$ cat config.mk
export PLATFORM = sky130hd
export DESIGN_NAME = time_of_day_counter
export DESIGN_NICKNAME = d
export VERILOG_FILES = /design/src/tod_pkg.sv /design/src/tod_step.sv /design/src/tod_fmt.sv /design/src/time_of_day_counter.sv
export SDC_FILE = /design/constraint.sdc
export NUM_CORES = 1
export LEC_CHECK = 0
export BUFFER_PORTS_ARGS = -buffer_cell sky130_fd_sc_hd__buf_2
export CAP_MARGIN = 20
export CORE_ASPECT_RATIO = 1.4
export CORE_MARGIN = 10
export CORE_UTILIZATION = 59
export CTS_BUF_LIST = sky130_fd_sc_hd__clkbuf_4 sky130_fd_sc_hd__clkbuf_8 sky130_fd_sc_hd__clkbuf_16
export CTS_CLUSTER_DIAMETER = 200
export CTS_CLUSTER_SIZE = 24
export DETAILED_ROUTE_END_ITERATION = 12
export MAX_ROUTING_LAYER = met4
export PLACE_DENSITY = 0.81
export SYNTH_ARGS = -nofsm -noshare
export SYNTH_HDL_FRONTEND = slang
export SYNTH_SLANG_ARGS = --single-unit
$ cat constraint.sdc
create_clock -name i_clk -period 7 [get_ports i_clk]
set_input_delay 0.35 -clock i_clk [delete_from_list [all_inputs] [get_ports i_clk]]
set_output_delay 0.35 -clock i_clk [all_outputs]
set_load 0.02 [all_outputs]
$ cat src/tod_pkg.sv
// Shared types and constants for the time-of-day counter.
`default_nettype none

package tod_pkg;

    // Step commands carried by each input transaction
    typedef enum logic [3:0] {
        OP_QUERY        = 4'd0,
        OP_ADD_SEC      = 4'd1,
        OP_ADD_MIN      = 4'd2,
        OP_ADD_MIN_ONLY = 4'd3,
        OP_ADD_HOUR     = 4'd4,
        OP_SUB_SEC      = 4'd5,
        OP_SUB_MIN      = 4'd6,
        OP_SUB_MIN_ONLY = 4'd7,
        OP_SUB_HOUR     = 4'd8,
        OP_SET          = 4'd9
    } t_opcode;

    // Configuration register indexes
    typedef enum logic [1:0] {
        CFG_TARGET_HOURS   = 2'd0,
        CFG_TARGET_MINUTES = 2'd1,
        CFG_TARGET_SECONDS = 2'd2
    } t_cfg_index;

    typedef struct packed {
        logic [4:0] hours;
        logic [5:0] minutes;
        logic [5:0] seconds;
    } t_time;

    // Formatted view of one time value
    typedef struct packed {
        logic [1:0]  hours_tens;
        logic [3:0]  hours_units;
        logic [2:0]  minutes_tens;
        logic [3:0]  minutes_units;
        logic [2:0]  seconds_tens;
        logic [3:0]  seconds_units;
        logic [16:0] day_seconds;
        logic        matches_target;
        logic        last_second_of_day;
    } t_fmt;

    localparam logic [4:0] LAST_HOUR   = 5'd23;
    localparam logic [5:0] LAST_MINUTE = 6'd59;
    localparam logic [5:0] LAST_SECOND = 6'd59;
    localparam logic [7:0] HOURS_DAY   = 8'd24;
    localparam logic [7:0] MINUTES_HR  = 8'd60;
    localparam logic [16:0] SEC_PER_HR  = 17'd3600;
    localparam logic [16:0] SEC_PER_MIN = 17'd60;
    localparam logic [5:0] DECADE      = 6'd10;

    localparam t_time RESET_TIME = '{hours: 5'd23, minutes: 6'd59, seconds: 6'd40};

endpackage

`default_nettype wire

$ cat src/tod_step.sv
// Next-time logic: applies one step command to the current time.
`default_nettype none

module tod_step (
    input  wire tod_pkg::t_time cur,
    input  wire logic [3:0]     opcode,
    input  wire logic [7:0]     set_hours,
    input  wire logic [7:0]     set_minutes,
    input  wire logic [7:0]     set_seconds,
    output tod_pkg::t_time      nxt
);
    import tod_pkg::*;

    logic [4:0] hour_inc, hour_dec;
    logic [5:0] min_inc, min_dec, sec_inc, sec_dec;
    logic       min_wrap_up, min_wrap_dn, sec_wrap_up, sec_wrap_dn;

    // Wraparound neighbors of each field
    always_comb begin
        hour_inc    = (cur.hours >= LAST_HOUR) ? 5'd0 : cur.hours + 5'd1;
        hour_dec    = (cur.hours == 5'd0) ? LAST_HOUR : cur.hours - 5'd1;
        min_wrap_up = (cur.minutes >= LAST_MINUTE);
        min_wrap_dn = (cur.minutes == 6'd0);
        min_inc     = min_wrap_up ? 6'd0 : cur.minutes + 6'd1;
        min_dec     = min_wrap_dn ? LAST_MINUTE : cur.minutes - 6'd1;
        sec_wrap_up = (cur.seconds >= LAST_SECOND);
        sec_wrap_dn = (cur.seconds == 6'd0);
        sec_inc     = sec_wrap_up ? 6'd0 : cur.seconds + 6'd1;
        sec_dec     = sec_wrap_dn ? LAST_SECOND : cur.seconds - 6'd1;
    end

    // Select the stepped time; unused codes hold the time
    always_comb begin
        nxt = cur;
        unique case (t_opcode'(opcode))
            OP_ADD_SEC: begin
                nxt.seconds = sec_inc;
                if (sec_wrap_up) begin
                    nxt.minutes = min_inc;
                    if (min_wrap_up) nxt.hours = hour_inc;
                end
            end
            OP_ADD_MIN: begin
                nxt.minutes = min_inc;
                if (min_wrap_up) nxt.hours = hour_inc;
            end
            OP_ADD_MIN_ONLY: nxt.minutes = min_inc;
            OP_ADD_HOUR:     nxt.hours   = hour_inc;
            OP_SUB_SEC: begin
                nxt.seconds = sec_dec;
                if (sec_wrap_dn) begin
                    nxt.minutes = min_dec;
                    if (min_wrap_dn) nxt.hours = hour_dec;
                end
            end
            OP_SUB_MIN: begin
                nxt.minutes = min_dec;
                if (min_wrap_dn) nxt.hours = hour_dec;
            end
            OP_SUB_MIN_ONLY: nxt.minutes = min_dec;
            OP_SUB_HOUR:     nxt.hours   = hour_dec;
            OP_SET: begin
                nxt.hours   = (set_hours   < HOURS_DAY)  ? set_hours[4:0]   : 5'd0;
                nxt.minutes = (set_minutes < MINUTES_HR) ? set_minutes[5:0] : 6'd0;
                nxt.seconds = (set_seconds < MINUTES_HR) ? set_seconds[5:0] : 6'd0;
            end
            default: nxt = cur;
        endcase
    end

endmodule

`default_nettype wire

$ cat src/tod_fmt.sv
// Formatting logic: decimal digits, seconds of day and compare flags.
`default_nettype none

module tod_fmt (
    input  wire tod_pkg::t_time tm,
    input  wire tod_pkg::t_time target,
    output tod_pkg::t_fmt       fmt
);
    import tod_pkg::*;

    // Tens digit of a value below 64 by comparison ladder
    function automatic logic [2:0] tens_of(input logic [5:0] v);
        logic [2:0] t;
        if      (v >= 6'd60) t = 3'd6;
        else if (v >= 6'd50) t = 3'd5;
        else if (v >= 6'd40) t = 3'd4;
        else if (v >= 6'd30) t = 3'd3;
        else if (v >= 6'd20) t = 3'd2;
        else if (v >= 6'd10) t = 3'd1;
        else                 t = 3'd0;
        return t;
    endfunction

    logic [2:0] h_t, m_t, s_t;
    logic [5:0] h_u, m_u, s_u;

    // Split each field into decimal digits
    always_comb begin
        h_t = tens_of({1'b0, tm.hours});
        m_t = tens_of(tm.minutes);
        s_t = tens_of(tm.seconds);
        h_u = {1'b0, tm.hours} - 6'({3'd0, h_t} * DECADE);
        m_u = tm.minutes - 6'({3'd0, m_t} * DECADE);
        s_u = tm.seconds - 6'({3'd0, s_t} * DECADE);
    end

    // Assemble the formatted result
    always_comb begin
        fmt.hours_tens    = h_t[1:0];
        fmt.hours_units   = h_u[3:0];
        fmt.minutes_tens  = m_t;
        fmt.minutes_units = m_u[3:0];
        fmt.seconds_tens  = s_t;
        fmt.seconds_units = s_u[3:0];
        fmt.day_seconds   = 17'(17'(tm.hours) * SEC_PER_HR)
                          + 17'(17'(tm.minutes) * SEC_PER_MIN)
                          + 17'(tm.seconds);
        fmt.matches_target     = (tm == target);
        fmt.last_second_of_day = (tm.hours == LAST_HOUR) && (tm.minutes == LAST_MINUTE)
                               && (tm.seconds == LAST_SECOND);
    end

endmodule

`default_nettype wire

$ cat src/time_of_day_counter.sv
// Top level of the 24-hour time-of-day counter with its result register.
// An accepted input transaction's result is registered and shows on o_valid in the next cycle.
// Throughput: one transaction per cycle while o_stall is low; the step, digit split
// and seconds-of-day product all fit between the time register and the output register.
// Reset (synchronous, active low): time 23:59:40, targets 00:00:00, no result held.
// o_stall rises only while a result is held and the downstream side stalls.
`default_nettype none

module time_of_day_counter (
    input  wire logic        i_clk,
    input  wire logic        i_rst_n,
    // input channel
    input  wire logic        i_valid,
    output logic             o_stall,
    input  wire logic [3:0]  i_opcode,
    input  wire logic [7:0]  i_set_hours,
    input  wire logic [7:0]  i_set_minutes,
    input  wire logic [7:0]  i_set_seconds,
    // output channel
    output logic             o_valid,
    input  wire logic        i_stall,
    output logic [4:0]       o_hours_now,
    output logic [5:0]       o_minutes_now,
    output logic [5:0]       o_seconds_now,
    output logic [1:0]       o_hours_tens,
    output logic [3:0]       o_hours_units,
    output logic [2:0]       o_minutes_tens,
    output logic [3:0]       o_minutes_units,
    output logic [2:0]       o_seconds_tens,
    output logic [3:0]       o_seconds_units,
    output logic [16:0]      o_day_seconds,
    output logic             o_matches_target,
    output logic             o_last_second_of_day,
    // configuration write channel
    input  wire logic        i_cfg_valid,
    output logic             o_cfg_ready,
    input  wire logic [1:0]  i_cfg_index,
    input  wire logic [5:0]  i_cfg_data
);
    import tod_pkg::*;

    t_time r_time, n_time;
    t_time r_target;
    t_time r_out_time;
    t_fmt  r_out_fmt, n_fmt;
    logic  r_out_valid;
    logic  in_accept, out_take;

    // Handshake
    assign o_cfg_ready = 1'b1;
    assign o_stall     = r_out_valid & i_stall;
    assign in_accept   = i_valid & ~o_stall;
    assign out_take    = r_out_valid & ~i_stall;

    tod_step u_step (
        .cur         (r_time),
        .opcode      (i_opcode),
        .set_hours   (i_set_hours),
        .set_minutes (i_set_minutes),
        .set_seconds (i_set_seconds),
        .nxt         (n_time)
    );

    tod_fmt u_fmt (
        .tm     (n_time),
        .target (r_target),
        .fmt    (n_fmt)
    );

    // Advance the time on each accepted transaction
    always_ff @(posedge i_clk) begin
        if (!i_rst_n) begin
            r_time <= RESET_TIME;
        end else if (in_accept) begin
            r_time <= n_time;
        end
    end

    // Target registers
    always_ff @(posedge i_clk) begin
        if (!i_rst_n) begin
            r_target <= '0;
        end else if (i_cfg_valid && o_cfg_ready) begin
            unique case (t_cfg_index'(i_cfg_index))
                CFG_TARGET_HOURS:   r_target.hours   <= i_cfg_data[4:0];
                CFG_TARGET_MINUTES: r_target.minutes <= i_cfg_data;
                CFG_TARGET_SECONDS: r_target.seconds <= i_cfg_data;
                default: ;
            endcase
        end
    end

    // Result register valid flag
    always_ff @(posedge i_clk) begin
        if (!i_rst_n) begin
            r_out_valid <= 1'b0;
        end else if (in_accept) begin
            r_out_valid <= 1'b1;
        end else if (out_take) begin
            r_out_valid <= 1'b0;
        end
    end

    // Result payload; hold while stalled
    always_ff @(posedge i_clk) begin
        if (in_accept) begin
            r_out_time <= n_time;
            r_out_fmt  <= n_fmt;
        end
    end

    assign o_valid              = r_out_valid;
    assign o_hours_now          = r_out_time.hours;
    assign o_minutes_now        = r_out_time.minutes;
    assign o_seconds_now        = r_out_time.seconds;
    assign o_hours_tens         = r_out_fmt.hours_tens;
    assign o_hours_units        = r_out_fmt.hours_units;
    assign o_minutes_tens       = r_out_fmt.minutes_tens;
    assign o_minutes_units      = r_out_fmt.minutes_units;
    assign o_seconds_tens       = r_out_fmt.seconds_tens;
    assign o_seconds_units      = r_out_fmt.seconds_units;
    assign o_day_seconds        = r_out_fmt.day_seconds;
    assign o_matches_target     = r_out_fmt.matches_target;
    assign o_last_second_of_day = r_out_fmt.last_second_of_day;

    // Checks
    a_stall_needs_result: assert property (@(posedge i_clk) disable iff (!i_rst_n)
        !r_out_valid |-> !o_stall)
        else $error("input stalled with no result held");

    a_accept_gives_result: assert property (@(posedge i_clk) disable iff (!i_rst_n)
        in_accept |=> r_out_valid)
        else $error("accepted transaction produced no result");

    a_time_in_range: assert property (@(posedge i_clk) disable iff (!i_rst_n)
        r_time.hours <= LAST_HOUR && r_time.minutes <= LAST_MINUTE
        && r_time.seconds <= LAST_SECOND)
        else $error("time state out of range");

    a_day_seconds_range: assert property (@(posedge i_clk) disable iff (!i_rst_n)
        r_out_valid |-> (r_out_fmt.day_seconds < 17'd86400))
        else $error("seconds of day out of range");

    a_last_second: assert property (@(posedge i_clk) disable iff (!i_rst_n)
        (r_out_valid && r_out_fmt.last_second_of_day) |-> (r_out_fmt.day_seconds == 17'd86399))
        else $error("last-second flag disagrees with seconds of day");

endmodule

`default_nettype wire

After elaboration in Yosys (flattened, before gate mapping)
Cells that the tools add are included.
- bits of input ports: 41
- word-level logic and storage cells: 127
- output and inout port bits: 59
- register bits: 91
- bitwise logic cells: 5
- $mul: 5
- add/sub/neg operators: 11
- reductions and logical operators: 12
- $lt $le $gt $ge: 24
- equality and inequality tests: 15
- mux-type cells: 36
- operator list (cell ; number):
    $ge A6 B6 Y1 const B ; 8
    $mux W3 ; 15
    $mux W6 ; 6
    $pmux W5 S7 ; 1
    $pmux W6 S5 ; 1
    $mux W5 ; 5
    $ge A6 B5 Y1 const B ; 4
    $mux W11 ; 2
    $ge A5 B6 Y1 const B ; 3
    $pmux W6 S3 ; 1
    $add A17 B12 Y17 ; 1
    $add A17 B6 Y17 ; 1
    $eq A17 B17 Y1 ; 1
    $eq A4 B3 Y1 const B ; 4
    $lt A8 B6 Y1 const B ; 2
    $ge A5 B5 Y1 const B ; 3
    $mul A5 B8 Y13 const B ; 1
    $add A6 B1 Y6 const B ; 2
    $eq A6 B6 Y1 const B ; 2
    $ge A6 B4 Y1 const B ; 2
    $logic_not A6 Y1 ; 2
    $sub A4 B4 Y4 ; 3
    $sub A6 B1 Y6 const B ; 2
    $mul A6 B4 Y10 const B ; 1
    20 further kinds ; 35

Depth between registers and ports, before layout
- depth in word-level cells: 14
- depth in mapped cells: 28
- mapped depth without buffers: 26

By module
A second synthesis with hierarchy kept.
- cells, all modules: 753
- area total of the unflattened synthesis: 7389.6 um^2
- modules (own cells, without submodules) (module ; instances ; sequential area each (um^2) ; area each (um^2) ; cells an instance):
    time_of_day_counter ; 1 ; 2382.3 ; 3129.3 ; 198
    tod_fmt ; 1 ; 0.0 ; 2661.3 ; 321
    tod_step ; 1 ; 0.0 ; 1599.0 ; 234

Least setup slack after synthesis
OpenSTA, ideal clock, no wires.
- path type: reg2reg
- start: reg r_time[6] in the netlist's numbering
- end: reg r_out_fmt (netlist bit o_day_seconds[16]) (data pin)
- arrival: 5433 ps
- path slack: 1307 ps
- required time: 6740 ps
- stages on the path, launching flop included: 26
- path buffers: 1
- cell sequence: dfxtp_1 clkbuf_1 inv_1 ha_1 a21oi_1 o31ai_1 a32o_1 a211oi_1 inv_1 ha_1 inv_1 fa_1 inv_1 ha_1 inv_1 o21bai_1 a21oi_1 o21bai_1 a21oi_1 xnor2_1 ha_1 ha_1 o21ai_0 o21bai_1 o21a_1 xnor2_1
- RTL lines (element ; line ; RTL):
    start, declared ; time_of_day_counter.sv:42 ; t_time r_time, n_time;
    start signal, assigned ; time_of_day_counter.sv:75 ; r_time <= n_time;
    end signal, assigned ; time_of_day_counter.sv:108 ; r_out_fmt <= n_fmt;
    end, declared ; time_of_day_counter.sv:45 ; t_fmt r_out_fmt, n_fmt;

==> results.cfg <==
[outcome]
status = completed

[logic_synthesis]
yosysUniqueCellTypes = 87
ys_ff_latch = 86
synth_most_common_cell = ha_1
synthAdderAreaFrac = 0.186
synth.yosys.seq_area_share = 0.315
synthTopCellsByCount = ha_1, inv_1, edfxtp_1
ys.flop_type = edfxtp_1
synth_area_um2 = 7080
synthArstFlopShare = 0
avgSynthCellArea_um2 = 9.72
synth_edf_count = 51
synthMuxAreaShare = 0.0313
yosys.area_share.xor_xnor = 0.0606
post_synth_and_or_nand_nor_area_fraction = 0.155
syn_inst = 728
netlist.area_leader.share = 0.216
yosys_warnings = 0
syn_nets = 865
synthTopCellsByArea = edfxtp_1, ha_1, dfxtp_1, fa_1, xnor2_1
synth_top_family_by_area = compound AO/OA/AOI/OAI gates
yosys.area.top_type = edfxtp_1
synth_compound_area_frac = 0.186

[worst_setup_path]
critPathLaunchType = flop
rrSetupSlack_ns = 0.66
required_ns = 7.09
end_kind = flop
cpLargestDelayFamily = adder cells
crit_type = reg2reg
cp_max_fo = 12
cp-startpoint = r_time[2]$_SDFFE_PN0P_
path_cells = or4_4, o31ai_4, nor2_1, o211a_2, fa_1, inv_1, fa_1, inv_1, fa_1, inv_1, fa_1, ha_1, a21oi_1, o21bai_1, a21oi_1, o21bai_1, a211oi_1, o21bai_1, o21a_1, xnor2_1
crit_top_cell = fa_1
max_stage_delay_ns = 0.63
cp.depth = 20
worstPathArrival_ns = 6.43
r2r-start = r_time[2]$_SDFFE_PN0P_
cp_num_buf_inv = 3
r2r-end = o_day_seconds[16]$_DFFE_PP_
setup.worst_path.end = o_day_seconds[16]$_DFFE_PP_
critPathSlowestCell = or4_4
r2r_cells = 20

[cts]
cts_root_buf = clkbuf_16
cts_hold_buffers = 0
h-tree-depth = 3
cts.sinks = 86
ctsResizeCount = 0
clock_latency_ns = 0.34
cts_tree = done
clk_path_buf_depth = 2
cts_setup_buffers = 0
cts_made_buffers = 9
clk_pin_slew_ns = 0.07

[placed_design]
globalplace.congestion = 0.895
post-place-ws_ns = 0.813
port_buffers = 98
dp_hpwl_um = 14600
dpl_cell_area_um2 = 7600
place_inst = 943

[floorplan]
rows = 47
die_area_um2 = 16800
die_w_um = 113
fp.dieH_um = 150
io_pins = 100
core_um2 = 11800
initial_utilization = 0.602

[power]
p_per_area_nw_per_um2 = 394
netSwitchingFraction = 0.433
p_int_mw = 1.76
seqPwrFrac = 0.251
p_total_mw = 3.11
leakagePower_nw = 3.61
combPwrFrac = 0.604
pwr-share-clk = 0.145
max-vdd-ir-drop_mv = 0.536
net-switching-power_mw = 1.35

[route]
wl_met2_um = 9960
wl_per_cell_um = 19.9
ant_nets = 0
wl_met3_um = 862
vias = 5834
drt_iter0_markers = 315
highest_layer = met4
met1_length_um = 7590
avgViaCountPerCell = 6.08
dr.pass1.iters = 5
drcViolationCount = 0
wirelength_um = 19100

[cells_and_area]
layoutNonFillerInstCount = 959
syn_to_final_growth_pct = 11.3
antenna_cells = 0
final_nets = 944
final_util = 0.670
multiInputGateArea_um2 = 4380
seq_area_um2 = 2230
layout-drive-gt1-share = 0.186
stdcell_area_um2 = 7880
fillerInstances = 965

[global_routing]
antenna_found_initial = 0
grt_usage = 0.230
grt_max_degree = 58
grt-ovfl-total = 0
grt_pass1_vias = 6019
grt_pass1_wl_um = 30700

[sta]
fmax_mhz = 158
fin_skew_ns = 0.00859
hold_viol = 0
slew_viol_final = 0
fin_crit_ns = 6.34
setup_tns_ns = 0
setup_viol = 0
tightest_slew_ns = 1.00
fin_ws_ns = 0.659
hold_ws_ns = 0.231
slew_headroom = 0.331
rsz0062_at_grt = false
min_period_over_period = 0.906

[hold_path]
hold_path.class = in2reg

[flow_run]
maxCapViolCount = 0
-- cell usage in the layout (no fill, tap or decap), drive strengths merged, types with 4 or more instances in the layout --
cell	synthesis	final
nand2	46	46
or3	4	4
a32o	4	4
a21oi	44	44
a221oi	5	5
and2	5	5
xor2	15	15
nor3	21	21
o21bai	11	11
nor2	33	33
nor4b	4	4
buf	21	104
a211oi	7	7
clkbuf	15	10
nor4	5	5
o21a	6	6
nand3	11	11
o21ai	16	16
a21o	8	8
and3	8	8
o2bb2ai	4	4
fa	15	15
mux2i	21	21
inv	70	74
ha	81	81
dfxtp	35	35
a31oi	5	5
edfxtp	51	51
nor2b	23	23
nor3b	7	7
o211ai	12	12
nand2b	6	6
xnor2	34	34
nand4	8	8
o211a	10	10
-- worst min-delay path by stage --
| stage | slack, ns | depth (start not counted) | startpoint | end |
|---|---|---|---|---|
| floorplan | 0.47 | 1 | i_valid | o_valid$_SDFFE_PN0P_ |
| global placement | 0.52 | 2 | r_target[16]$_SDFFE_PN0P_ | r_target[16]$_SDFFE_PN0P_ |
| detailed placement | 0.54 | 2 | r_target[0]$_SDFFE_PN0P_ | r_target[0]$_SDFFE_PN0P_ |
| CTS | 0.23 | 2 | i_valid | o_valid$_SDFFE_PN0P_ |
| global route | 0.25 | 2 | i_valid | o_valid$_SDFFE_PN0P_ |
| finish | 0.23 | 2 | i_valid | o_valid$_SDFFE_PN0P_ |
-- layer usage --
layer / global-route usage / vias up
li1: - / 2784
met1: 0.250 / 2799
met2: 0.402 / 208
met3: 0.0329 / 43
met4: 0.109 / 0
met5: - / -
-- flip-flops by register name, summed over array words and instances (netlist names) --
name / cells
o_minutes_units: 3
o_day_seconds: 15
o_hours_units: 3
o_hours_tens: 2
o_minutes_tens: 3
o_hours_now: 5
r_target: 17
o_seconds_units: 3
o_minutes_now: 6
o_seconds_tens: 3
o_seconds_now: 6
o_last_second_of_day: 1
o_valid: 1
r_time: 17
o_matches_target: 1
-- cells by family after synthesis --
family	count (synthesis)
AND/OR/NAND/NOR	196
adder cells (fa/ha/maj)	96
other	1
flip-flops	86
AO/OA/AOI/OAI	171
XOR/XNOR	49
multiplexers	22
buffers and inverters	107
-- power by group through the flow --
stage	clock (mW)	combinational (mW)	sequential, mW
after detailed placement	0	1.83	0.788
after global placement	0	1.75	0.788
after CTS	0.458	1.88	0.779
after floorplan	0	1.31	0.873
after global routing	0.479	2.08	0.789
final	0.450	1.88	0.780
-- layout make-up --
cell class | instances | share of cell area
multi-input cells | 535 | 0.556
flip-flops and latches | 86 | 0.283
repair buffers | 104 | 0.0680
inverters | 71 | 0.0338
clock buffers | 10 | 0.0295
well taps | 147 | 0.0233
clock inverters | 6 | 0.00556
-- worst register-to-register path, stage by stage (launching register included) --
cell      delay (ns)
dfxtp_1         0.45
or4_4           0.63
o31ai_4         0.41
nor2_1          0.08
o211a_2         0.35
fa_1            0.56
inv_1           0.07
fa_1            0.52
inv_1           0.06
fa_1            0.48
inv_1           0.05
fa_1            0.46
ha_1            0.38
a21oi_1         0.29
o21bai_1        0.10
a21oi_1         0.24
o21bai_1        0.12
a211oi_1        0.30
o21bai_1        0.19
o21a_1          0.22
xnor2_1         0.12
No activity file was read; power rests on OpenSTA's default activity.
